$ cat config.mk
export PLATFORM = sky130hd
export DESIGN_NAME = cri_mac
export DESIGN_NICKNAME = d
export VERILOG_FILES = /design/src/design/column_row_bit_interleaver_defines.svh /design/src/design/cri_mac.sv
export SDC_FILE = /design/constraint.sdc
export NUM_CORES = 1
export LEC_CHECK = 0
export BUFFER_PORTS_ARGS = -buffer_cell sky130_fd_sc_hd__buf_4
export CORE_MARGIN = 2
export CORE_UTILIZATION = 51
export DETAILED_ROUTE_END_ITERATION = 16
export PLACE_DENSITY = 0.82
export SLEW_MARGIN = 15
export SYNTH_ARGS = -nofsm -noshare
export SYNTH_HDL_FRONTEND = slang
export SYNTH_SLANG_ARGS = --single-unit
$ cat constraint.sdc
create_clock -name vclk -period 6.4
set_clock_uncertainty 0.1 [all_clocks]
set_input_delay 1.92 -clock vclk [all_inputs]
set_output_delay 1.92 -clock vclk [all_outputs]
set_load 0.02 [all_outputs]
$ cat src/design/column_row_bit_interleaver_defines.svh
// ----------------------------------------------------------------------------
// Column/row bit interleaver assertion macros
// Shared assertion forms for the interleaver RTL, clocked on aclk.
// ----------------------------------------------------------------------------
`ifndef COLUMN_ROW_BIT_INTERLEAVER_DEFINES_SVH
`define COLUMN_ROW_BIT_INTERLEAVER_DEFINES_SVH

// Same-cycle implication, disabled during reset.
`define CRI_ASSERT_NOW(label, ante, cons, msg) \
    label: assert property (@(posedge aclk) disable iff (!aresetn) (ante) |-> (cons)) \
        else $error(msg);

// Next-cycle implication, disabled during reset.
`define CRI_ASSERT_NEXT(label, ante, cons, msg) \
    label: assert property (@(posedge aclk) disable iff (!aresetn) (ante) |=> (cons)) \
        else $error(msg);

`endif

$ cat src/design/cri_mac.sv
// ----------------------------------------------------------------------------
// Address multiply-add unit
// Shared unit that forms each read bit address as a * b + c.
// ----------------------------------------------------------------------------
module cri_mac #(
    parameter int CW = 18
) (
    input  logic [CW-1:0] a,
    input  logic [2:0]    b,
    input  logic [CW-1:0] c,
    output logic [CW-1:0] p
);

    logic [CW+2:0] prod;

    assign prod = ({3'b000, a} * {{CW{1'b0}}, b}) + {3'b000, c};
    assign p    = prod[CW-1:0];

endmodule
=== Yosys cells after proc, flatten, opt, wreduce, memory -nomap -nowiden ===
Cells that the tools add are included.

* Bits of input ports: 39
* Register bits after elaboration: 0
* Output and inout port bits: 18
* Word-level logic and storage cells: 2

* $add $sub $neg: 1
* $mul: 1

{| class="wikitable"
|+ Operators with widths
! cell !! count
|-
| 18-bit adder || 1
|-
| 18-bit by 3-bit multiplier with 18-bit output || 1
|}

=== Longest topological paths before layout ===
Gate-level depths: netlist of the first run.

* Word-level depth: 2
* Mapped depth: 12
* Gate-level depth less buffers: 11

=== Worst setup path after synthesis of the first run ===
OpenSTA, ideal clock, no wires.

* Path kind: input-to-output
* From: in b[2]
* To: out p[15]
* Stages: 12
* Path slack: -0.671 ns
* Arrival time: 5.051 ns
* Required time: 4.380 ns
* Path buffers: 1
* Path through: clkbuf_1 -> nand2_1 -> fa_1 -> inv_1 -> fa_1 -> inv_1 -> fa_1 -> nor2b_4 -> o31a_1 -> a41o_1 -> a21oi_1 -> a311oi_1

* Cells in the longest elaborated chain, start to end: 2

{| class="wikitable"
|+ Ends and longest elaborated chain
! element !! line !! RTL
|-
| start: declaration || cri_mac.sv:9 || <nowiki>input logic [2:0] b,</nowiki>
|-
| 18-bit by 3-bit multiplier with 18-bit output || cri_mac.sv:16 || <nowiki>assign prod = ({3'b000, a} * {{CW{1'b0}}, b}) + {3'b000, c};</nowiki>
|-
| 18-bit adder || cri_mac.sv:16 ||
|-
| end: declaration || cri_mac.sv:11 || <nowiki>output logic [CW-1:0] p</nowiki>
|}

Every way passes these cells.

=== Final worst setup path of the first run ===
* From: in b[1]
* To: out p[10]

The elaborated chain is that of the path after synthesis.

==> results of run 1 <==
-- worst max path at each step --
stage                     slack (ns)  cells past startpoint     to  start
final                          -0.44                     13  p[10]   b[1]
after global routing           -0.51                     13  p[15]   b[1]
after CTS                      -0.34                     12  p[14]   b[1]
after detailed placement       -0.48                     13  p[15]   b[2]
after global placement         -0.43                     13  p[15]   b[2]
after floorplan                -0.21                     12  p[15]   b[1]
-- final cells by class --
type / instances / area [um2] / area share (%)
multi-input combinational: 185 / 2236 / 64.75
timing repair buffer: 102 / 902.1 / 26.12
inverter: 68 / 255.2 / 7.391
tap: 48 / 60.06 / 1.739
-- layout by cell type, fill, tap and decap left out, types with 2 or more instances in the layout --
cell / count
a21oi_1: 7
buf_16: 2
ha_1: 5
ha_4: 14
a21oi_4: 5
a21o_4: 2
nor2_4: 2
nand2_4: 2
fa_1: 30
o21a_1: 3
xnor2_2: 7
and2_4: 4
xnor2_1: 6
nand2_1: 11
buf_4: 88
and2_1: 43
xor2_1: 3
a21oi_2: 5
buf_12: 3
o21ai_0: 2
buf_6: 7
inv_2: 8
o21ai_2: 7
inv_1: 60
a31oi_4: 2
-- power by group through the flow --
stage | Clock (mW) | Sequential (mW) | Combinational (mW)
after global placement | 0 | 0 | 0.780
after CTS | 0 | 0 | 0.918
after floorplan | 0 | 0 | 0.511
after detailed placement | 0 | 0 | 0.800
after global routing | 0 | 0 | 1.05
final | 0 | 0 | 1.00
-- synth_stat cells, types with 2 or more instances --
cell type / instances / area (um2)
fa_1: 31 / 620.6
xor2_1: 4 / 35.03
nand2_1: 14 / 52.55
a21oi_1: 16 / 80.08
a41oi_2: 2 / 32.53
a21o_1: 2 / 15.01
nor2_1: 3 / 11.26
ha_1: 19 / 237.7
clkbuf_1: 4 / 15.01
a31oi_1: 2 / 12.51
o21ai_1: 4 / 20.02
o21ai_0: 6 / 30.03
a21o_2: 2 / 17.52
and2_1: 47 / 294.0
o21a_1: 3 / 22.52
inv_1: 68 / 255.2
xnor2_1: 13 / 113.9
-- worst max-delay path: cells and delay by family --
family,cells,cell delay (ns)
AOI/OAI and AO/OA,4,0.79
xor gates and xnor gates,1,0.16
adders and majority gates,3,1.21
buffers and inverters,4,0.59
and+or+nand+nor,1,0.15
-- per-layer routing --
metal,share of wire [%],global-route usage (%),vias to the layer above
met5,0,0,-
met4,4.4,13.52,0
met3,2.7,2.534,30
met2,56,65.75,68
met1,37,30.18,1077
li1,-,-,995
-- per-stage QoR --
| stage | hold slack, ns | total power [mW] |
|---|---|---|
| 2_1_floorplan | 3.950 | 0.5114 |
| 3_3_place_gp | 4.059 | 0.7801 |
| 3_5_place_dp | 4.067 | 0.7999 |
| 4_1_cts | 4.068 | 0.9180 |
| 5_1_grt | 4.080 | 1.054 |
| 6_report | 4.064 | 1.003 |
-- repair_timing --
action,CTS,global route
hold buffers,0,0
endpoints found under the setup margin,13,13
gates resized for setup,54,16
cloned,3,0
buffers inserted,4,5
pin swaps,21,32
-- kinds of logic (layout without fill, tap and decap cells) --
kind of cell             after synthesis  in the layout
adder cells (fa/ha/maj)               50             50
buffers and inverters                 72            170
AO/OA/AOI/OAI                         48             48
AND/OR/NAND/NOR                       70             70
XOR/XNOR                              17             17
==> flow_summary.ini, run 1 <==
[global_routing]
grt_antenna_before_repair = 0
grt_util_all_layers_pct = 31.39
grt_pass1_vias = 2307
grt_pass1_wl_um = 10460
grt_overflow = 0
grt_max_degree = 19

[worst_setup_path]
crit_chain = bufbuf_16, and2_1, fa_1, inv_1, fa_1, inv_1, ha_4, a21o_4, a211oi_4, o21bai_1, a21oi_1, xnor2_1, buf_4
crit_slowest_cell = fa_1
end_kind = output port
worstPathArrival_ns = 4.82
path_class = in2out
crit_path_max_incr_delay_ns = 0.53
startpoint_type = input pin
required_ns = 4.38
critPathMaxFanout = 8

[placement]
dp_hpwl_um = 4326
pre_cts_ws_ns = -0.4818
port_buffers = 57
place_area_mm2 = 0.002980
place_inst = 391
gp_congestion = 0.8192

[synth]
syn_nets = 346
synthAdderAreaFrac_pct = 42.56
seq_area_frac_synth_pct = 0
ys_types = 34
avgSynthCellArea_um2 = 7.848
synth_xor_area_share_pct = 7.382
yosysWarnings = 0
syn_inst = 257
synth_top_family_by_area = adder cells
synthSimpleGateAreaFrac_pct = 20.22
synth_compound_area_share_pct = 16.44
synth.area.mux_share_pct = 0
netlist_area_mm2 = 0.002017

[layout]
drive_gt1_share_pct = 49.58
clock_buffer_count = 0
seq_cells = 0
finalInstanceArea_mm2 = 0.003453
fillers = 143
fin_nets = 446
antenna_cells = 0
area_delta_synth_final_pct = 71.22
regArea_um2 = 0
finalNonFillerCells = 403
final_util_pct = 92.25

[drt]
dr.pass1.iters = 4
drc_errors = 0
wirelength_um = 7148
num_vias = 2170
drtAntennaViolNets = 0
via_per_inst = 5.385
drt_iter0_markers = 62
drt-wirelength-per-cell_um = 17.74

[status]
status = finished with violations
violations = setup timing

[timing]
fin_setup_tns_ns = -4.686
hold_viol = 0
slew_headroom_pct = 81.63
rsz0062_at_grt = yes
tightest_slew_ns = 0.2750
report.final.slew_viol_count = 0
setup_ws_ns = -0.4379
final-setup-viol-count = 13
finalCritPeriodShare_pct = 106.8
max_freq_ghz = 0.1462
min_period_ns = 6.838

[pwr]
worst_ir_drop_vdd_mv = 0.2599
p_seq_share_pct = 0
switching_share_pct = 49.51
p_clk_share_pct = 0
p_int_mw = 0.5066
combPwrFrac_pct = 100.0
switching_power_mw = 0.4969
p_leak_nw = 1.702
pwr_density_cell_mw_per_mm2 = 290.6

[die]
io_pins = 57
dieWidth_um = 66.89
row_count = 22
dieHeight_um = 66.89
start_util_pct = 53.88
core_region_area_mm2 = 0.003744
die_area_mm2 = 0.004474

[hold_path]
whs_path_depth = 3
hold_class = in2out
hold_start = c[0]
holdPathEnd = p[0]

[job]
cap_violations = 0
Note: power is estimated with default switching activity, not from simulation.
==> run 2: changes to the inputs <==
--- a/config.mk
+++ b/config.mk
@@ -7,9 +7,9 @@
 export LEC_CHECK = 0
 export BUFFER_PORTS_ARGS = -buffer_cell sky130_fd_sc_hd__buf_4
 export CORE_MARGIN = 2
-export CORE_UTILIZATION = 51
+export CORE_UTILIZATION = 56
 export DETAILED_ROUTE_END_ITERATION = 16
-export PLACE_DENSITY = 0.82
+export PLACE_DENSITY = 0.85
 export SLEW_MARGIN = 15
 export SYNTH_ARGS = -nofsm -noshare
 export SYNTH_HDL_FRONTEND = slang
==> constraint.sdc (replaced) <==
create_clock -name vclk -period 7.7
set_clock_uncertainty 0.1 [all_clocks]
set_input_delay 2.31 -clock vclk [all_inputs]
set_output_delay 2.31 -clock vclk [all_outputs]
set_load 0.02 [all_outputs]
==> run 2 against run 1 <==
The run now ends clean. Non-clock buffer count shrank 34. First-iteration DRC count up 15%. Via count is 13% lower. Count of clock-buffer cells in the layout unchanged. Setup slack gained 0.51 ns. Core utilization is 15 points lower. Global-route usage shrank 7.3 points. Critical path type unchanged. Critical endpoint is now p[13]. Largest power group unchanged.
==> flow_summary.ini, run 2 (synthesis gave the netlist of run 1 again) <==
[global_routing]
grt_use_met1_pct = 31.35
grt_max_degree = 19
use_met3_pct = 0.3521
grt_pass1_wl_um = 8114
grt_overflow = 0
grt_antenna_before_repair = 0
grt_util_all_layers_pct = 24.13
grt_use_met2_pct = 46.35
grt.busiest_layer = met2
grt_pass1_vias = 1885

[timing]
report.final.slew_viol_count = 0
rsz0062_at_grt = yes
slew_headroom_pct = 82.16
tightest_slew_ns = 0.2657
finalCritPeriodShare_pct = 99.03
final-setup-viol-count = 0
max_freq_ghz = 0.1311
whs_ns = 4.841
hold_viol = 0
min_period_ns = 7.625

[drt]
dr.pass1.iters = 4
num_vias = 1881
drc_errors = 0
via_per_inst = 5.125
drt_iter0_markers = 71
drtAntennaViolNets = 0
wirelength_um = 4687
drt-wirelength-per-cell_um = 12.77

[layout]
final_cell_mix = inv_1, buf_4, and2_1, fa_1, ha_1
fin_nets = 412
clock_buffer_count = 0
area_delta_synth_final_pct = 30.58
multiInputGateArea_mm2 = 0.001799
drive_gt1_share_pct = 27.41
regArea_um2 = 0
antenna_cells = 0
finalNonFillerCells = 367
final_common_cell = inv_1
fillers = 243
seq_cells = 0

[worst_setup_path]
end_kind = output port
path_class = in2out
crit_path_max_incr_delay_ns = 0.54
crit_slowest_cell = fa_1
startpoint_type = input pin
worstPathArrival_ns = 5.22
crit_chain = buf_4, and2_1, fa_1, inv_1, fa_1, inv_2, ha_4, nor2b_4, o31a_1, a41o_1, a21oi_2, xnor2_1, buf_4
required_ns = 5.29
critPathMaxFanout = 3

[status]
status = finished, final reports clean

[pwr]
pwr_density_cell_mw_per_mm2 = 205.4
fin_total_pwr_mw = 0.5410
worst_ir_drop_vdd_mv = 0.1225
p_leak_nw = 1.408

[clocking]
cts_hold_buffers = 0

[die]
row_count = 21
core_region_area_mm2 = 0.003390
dieHeight_um = 64.02
start_util_pct = 59.51
die_area_mm2 = 0.004098
io_pins = 57
dieWidth_um = 64.02

[hold_path]
holdPathEnd = p[0]
hold_start = c[0]
whs_path_depth = 3
hold_class = in2out

[job]
cap_violations = 0

[placement]
gp_congestion = 0.8232
port_buffers = 57
place_inst = 364
dp_hpwl_um = 4047
[run 2: how the worst max path moves through the flow]
stage               from  endpoint  slack [ns]  cells past startpoint
floorplan           b[2]     p[15]        0.05                     12
finish              a[1]     p[13]        0.07                     13
detailed placement  b[2]     p[15]       -0.07                     13
global route        b[2]     p[15]       -0.03                     13
global placement    b[2]     p[15]        0.02                     13
CTS                 b[2]     p[16]       0.007                     13
[run 2: layer usage]
layer  vias to the layer above  part of all wire [%]
met5                         -                     0
met4                         0                  0.62
met3                         4                   2.6
met2                        48                    55
met1                       907                    42
li1                        922                     -
[run 2: through the flow]
stage / cell area [um2] / setup WS, ns / util (%) / setup TNS [ns]
global route: 2634 / -0.03357 / 77.70 / -0.09875
CTS: 2556 / 0.006769 / 75.42 / 0
finish: 2634 / 0.07491 / 77.70 / 0
floorplan: 2023 / 0.04676 / - / 0
detailed placement: 2554 / -0.06675 / 75.34 / -0.08309
global placement: 2554 / 0.02239 / 75.34 / 0
[run 2: what timing repair did]
item | in CTS | in global routing
hold endpoints to repair | 0 | 0
gates cloned | 0 | 0
setup buffers | 0 | 3
gates resized for setup | 1 | 14
endpoints found under the setup margin | 3 | 10
pin swaps | 1 | 12
[run 2: critical path: cells and delay by family]
family / cells / cell delay [ns]
buf+inv: 4 / 0.38
simple gates: 2 / 0.29
fa+ha+maj: 3 / 1.27
xor+xnor: 1 / 0.13
compound gates: 3 / 0.82
[run 2: layout make-up]
class	instances	share of cell area, %
repair buffers	68	19.81
well taps	46	2.185
inverters	68	9.691
multi-input cells	185	68.31
[run 2: power by group]
group	leakage (nW)	switching, mW	internal (mW)
Combinational	1.41	0.289	0.251
Clock	0	0	0
Sequential	0	0	0
==> run 3: changes to the inputs <==
--- a/config.mk
+++ b/config.mk
@@ -10,6 +10,7 @@
 export CORE_UTILIZATION = 56
 export DETAILED_ROUTE_END_ITERATION = 16
 export PLACE_DENSITY = 0.85
+export RECOVER_POWER = 25
 export SLEW_MARGIN = 15
 export SYNTH_ARGS = -nofsm -noshare
 export SYNTH_HDL_FRONTEND = slang
==> run 3 against run 2 <==
Via count fell by 0.37%. Largest power group unchanged. Maximum frequency is essentially flat. Non-clock buffer count unchanged.
==> flow_summary.ini, run 3 (synthesis gave the netlist of run 1 again) <==
[status]
status = finished, final reports clean

[worst_setup_path]
crit_slowest_cell = fa_1
cp_top_family = adder cells
worstPathArrival_ns = 5.22
path_class = in2out
end_kind = output port
startpoint_type = input pin
critPathMaxFanout = 3
crit_buf_inv = 4
required_ns = 5.29
crit_chain = buf_4, and2_1, fa_1, inv_1, fa_1, inv_2, ha_4, nor2b_4, o31a_1, a41o_1, a21oi_2, xnor2_1, buf_4
crit_path_max_incr_delay_ns = 0.54

[timing]
rsz0062_at_grt = yes
whs_ns = 4.931
report.final.slew_viol_count = 0
slew_headroom_pct = 81.65
max_freq_ghz = 0.1311
setup_ws_ns = 0.07173
final-setup-viol-count = 0
hold_viol = 0
tightest_slew_ns = 0.2750
min_period_ns = 7.628
fin_setup_tns_ns = 0
finalCritPeriodShare_pct = 99.07

[drt]
num_vias = 1874
drc_errors = 0
via_per_inst = 5.106
drt-wirelength-per-cell_um = 12.70
drt_iter0_markers = 72
wirelength_um = 4660
dr.pass1.iters = 4
drtAntennaViolNets = 0

[pwr]
p_leak_nw = 1.401
switching_power_mw = 0.2891
pwr_density_cell_mw_per_mm2 = 205.3
worst_ir_drop_vdd_mv = 0.1226
p_seq_share_pct = 0
switching_share_pct = 53.61
p_clk_share_pct = 0
combPwrFrac_pct = 100.0
fin_total_pwr_mw = 0.5393
p_int_mw = 0.2502

[global_routing]
grt_max_degree = 19
grt_util_all_layers_pct = 24.13
grt_overflow = 0
grt_antenna_before_repair = 0
grt_pass1_vias = 1885
grt_pass1_wl_um = 8114

[die]
dieWidth_um = 64.02
io_pins = 57
dieHeight_um = 64.02
row_count = 21
start_util_pct = 59.51
die_area_mm2 = 0.004098
core_region_area_mm2 = 0.003390

[layout]
final_util_pct = 77.48
fin_nets = 412
final_common_cell = inv_1
regArea_um2 = 0
seq_cells = 0
drive_gt1_share_pct = 26.79
area_delta_synth_final_pct = 30.21
clock_buffer_count = 0
antenna_cells = 0
final_cell_mix = inv_1, buf_4, and2_1, fa_1, ha_1

[hold_path]
hold_class = in2out

[placement]
gp_congestion = 0.8232
dp_hpwl_um = 4047
pre_cts_ws_ns = -0.06675
port_buffers = 57

[job]
cap_violations = 0

[clocking]
cts_hold_buffers = 0
-- run 3: cell types whose count changed in the layout (fill, tap and decap cells not counted), sizes merged --
cell    delta
buf        -2
clkbuf     +2
-- run 3: metal layers --
metal | vias to the layer above | routed length (um) | GRT usage (%)
met3 | 4 | 159 | 0.3521
li1 | 922 | - | -
met4 | 0 | 29 | 1.630
met1 | 896 | 1909 | 31.35
met2 | 52 | 2562 | 46.35
met5 | - | 0 | 0
-- run 3: timing repair --
action                                  CTS  global route
setup buffers                             0             3
endpoints found under the hold margin     0             0
endpoints found under the setup margin    3            10
resized for setup                         1            14
pin swaps                                 1            12
-- run 3: stage by stage --
stage | instances | area (um2)
floorplan | 257 | 2023
global placement | 364 | 2554
detailed placement | 364 | 2554
CTS | 364 | 2556
global route | 367 | 2626
finish | 367 | 2626
-- run 3: final cells by class --
cell class	instances	area [um2]
tap	46	57.56
inverter	68	255.2
multi-input combinational	185	1799
timing repair buffer	68	514.2
fill	245	763.2
-- run 3: worst paths after layout --
| check | from | depth (start not counted) | endpoint | slack (ns) |
|---|---|---|---|---|
| worst max-delay path | a[1] | 13 | p[13] | 0.07 |
| worst min-delay path | c[0] | 3 | p[0] | 4.93 |
-- run 3: power by group through the flow --
stage	logic, mW	registers, mW	clock network (mW)
floorplan	0.339	0	0
global route	0.593	0	0
detailed placement	0.518	0	0
CTS	0.520	0	0
finish	0.539	0	0
global placement	0.506	0	0
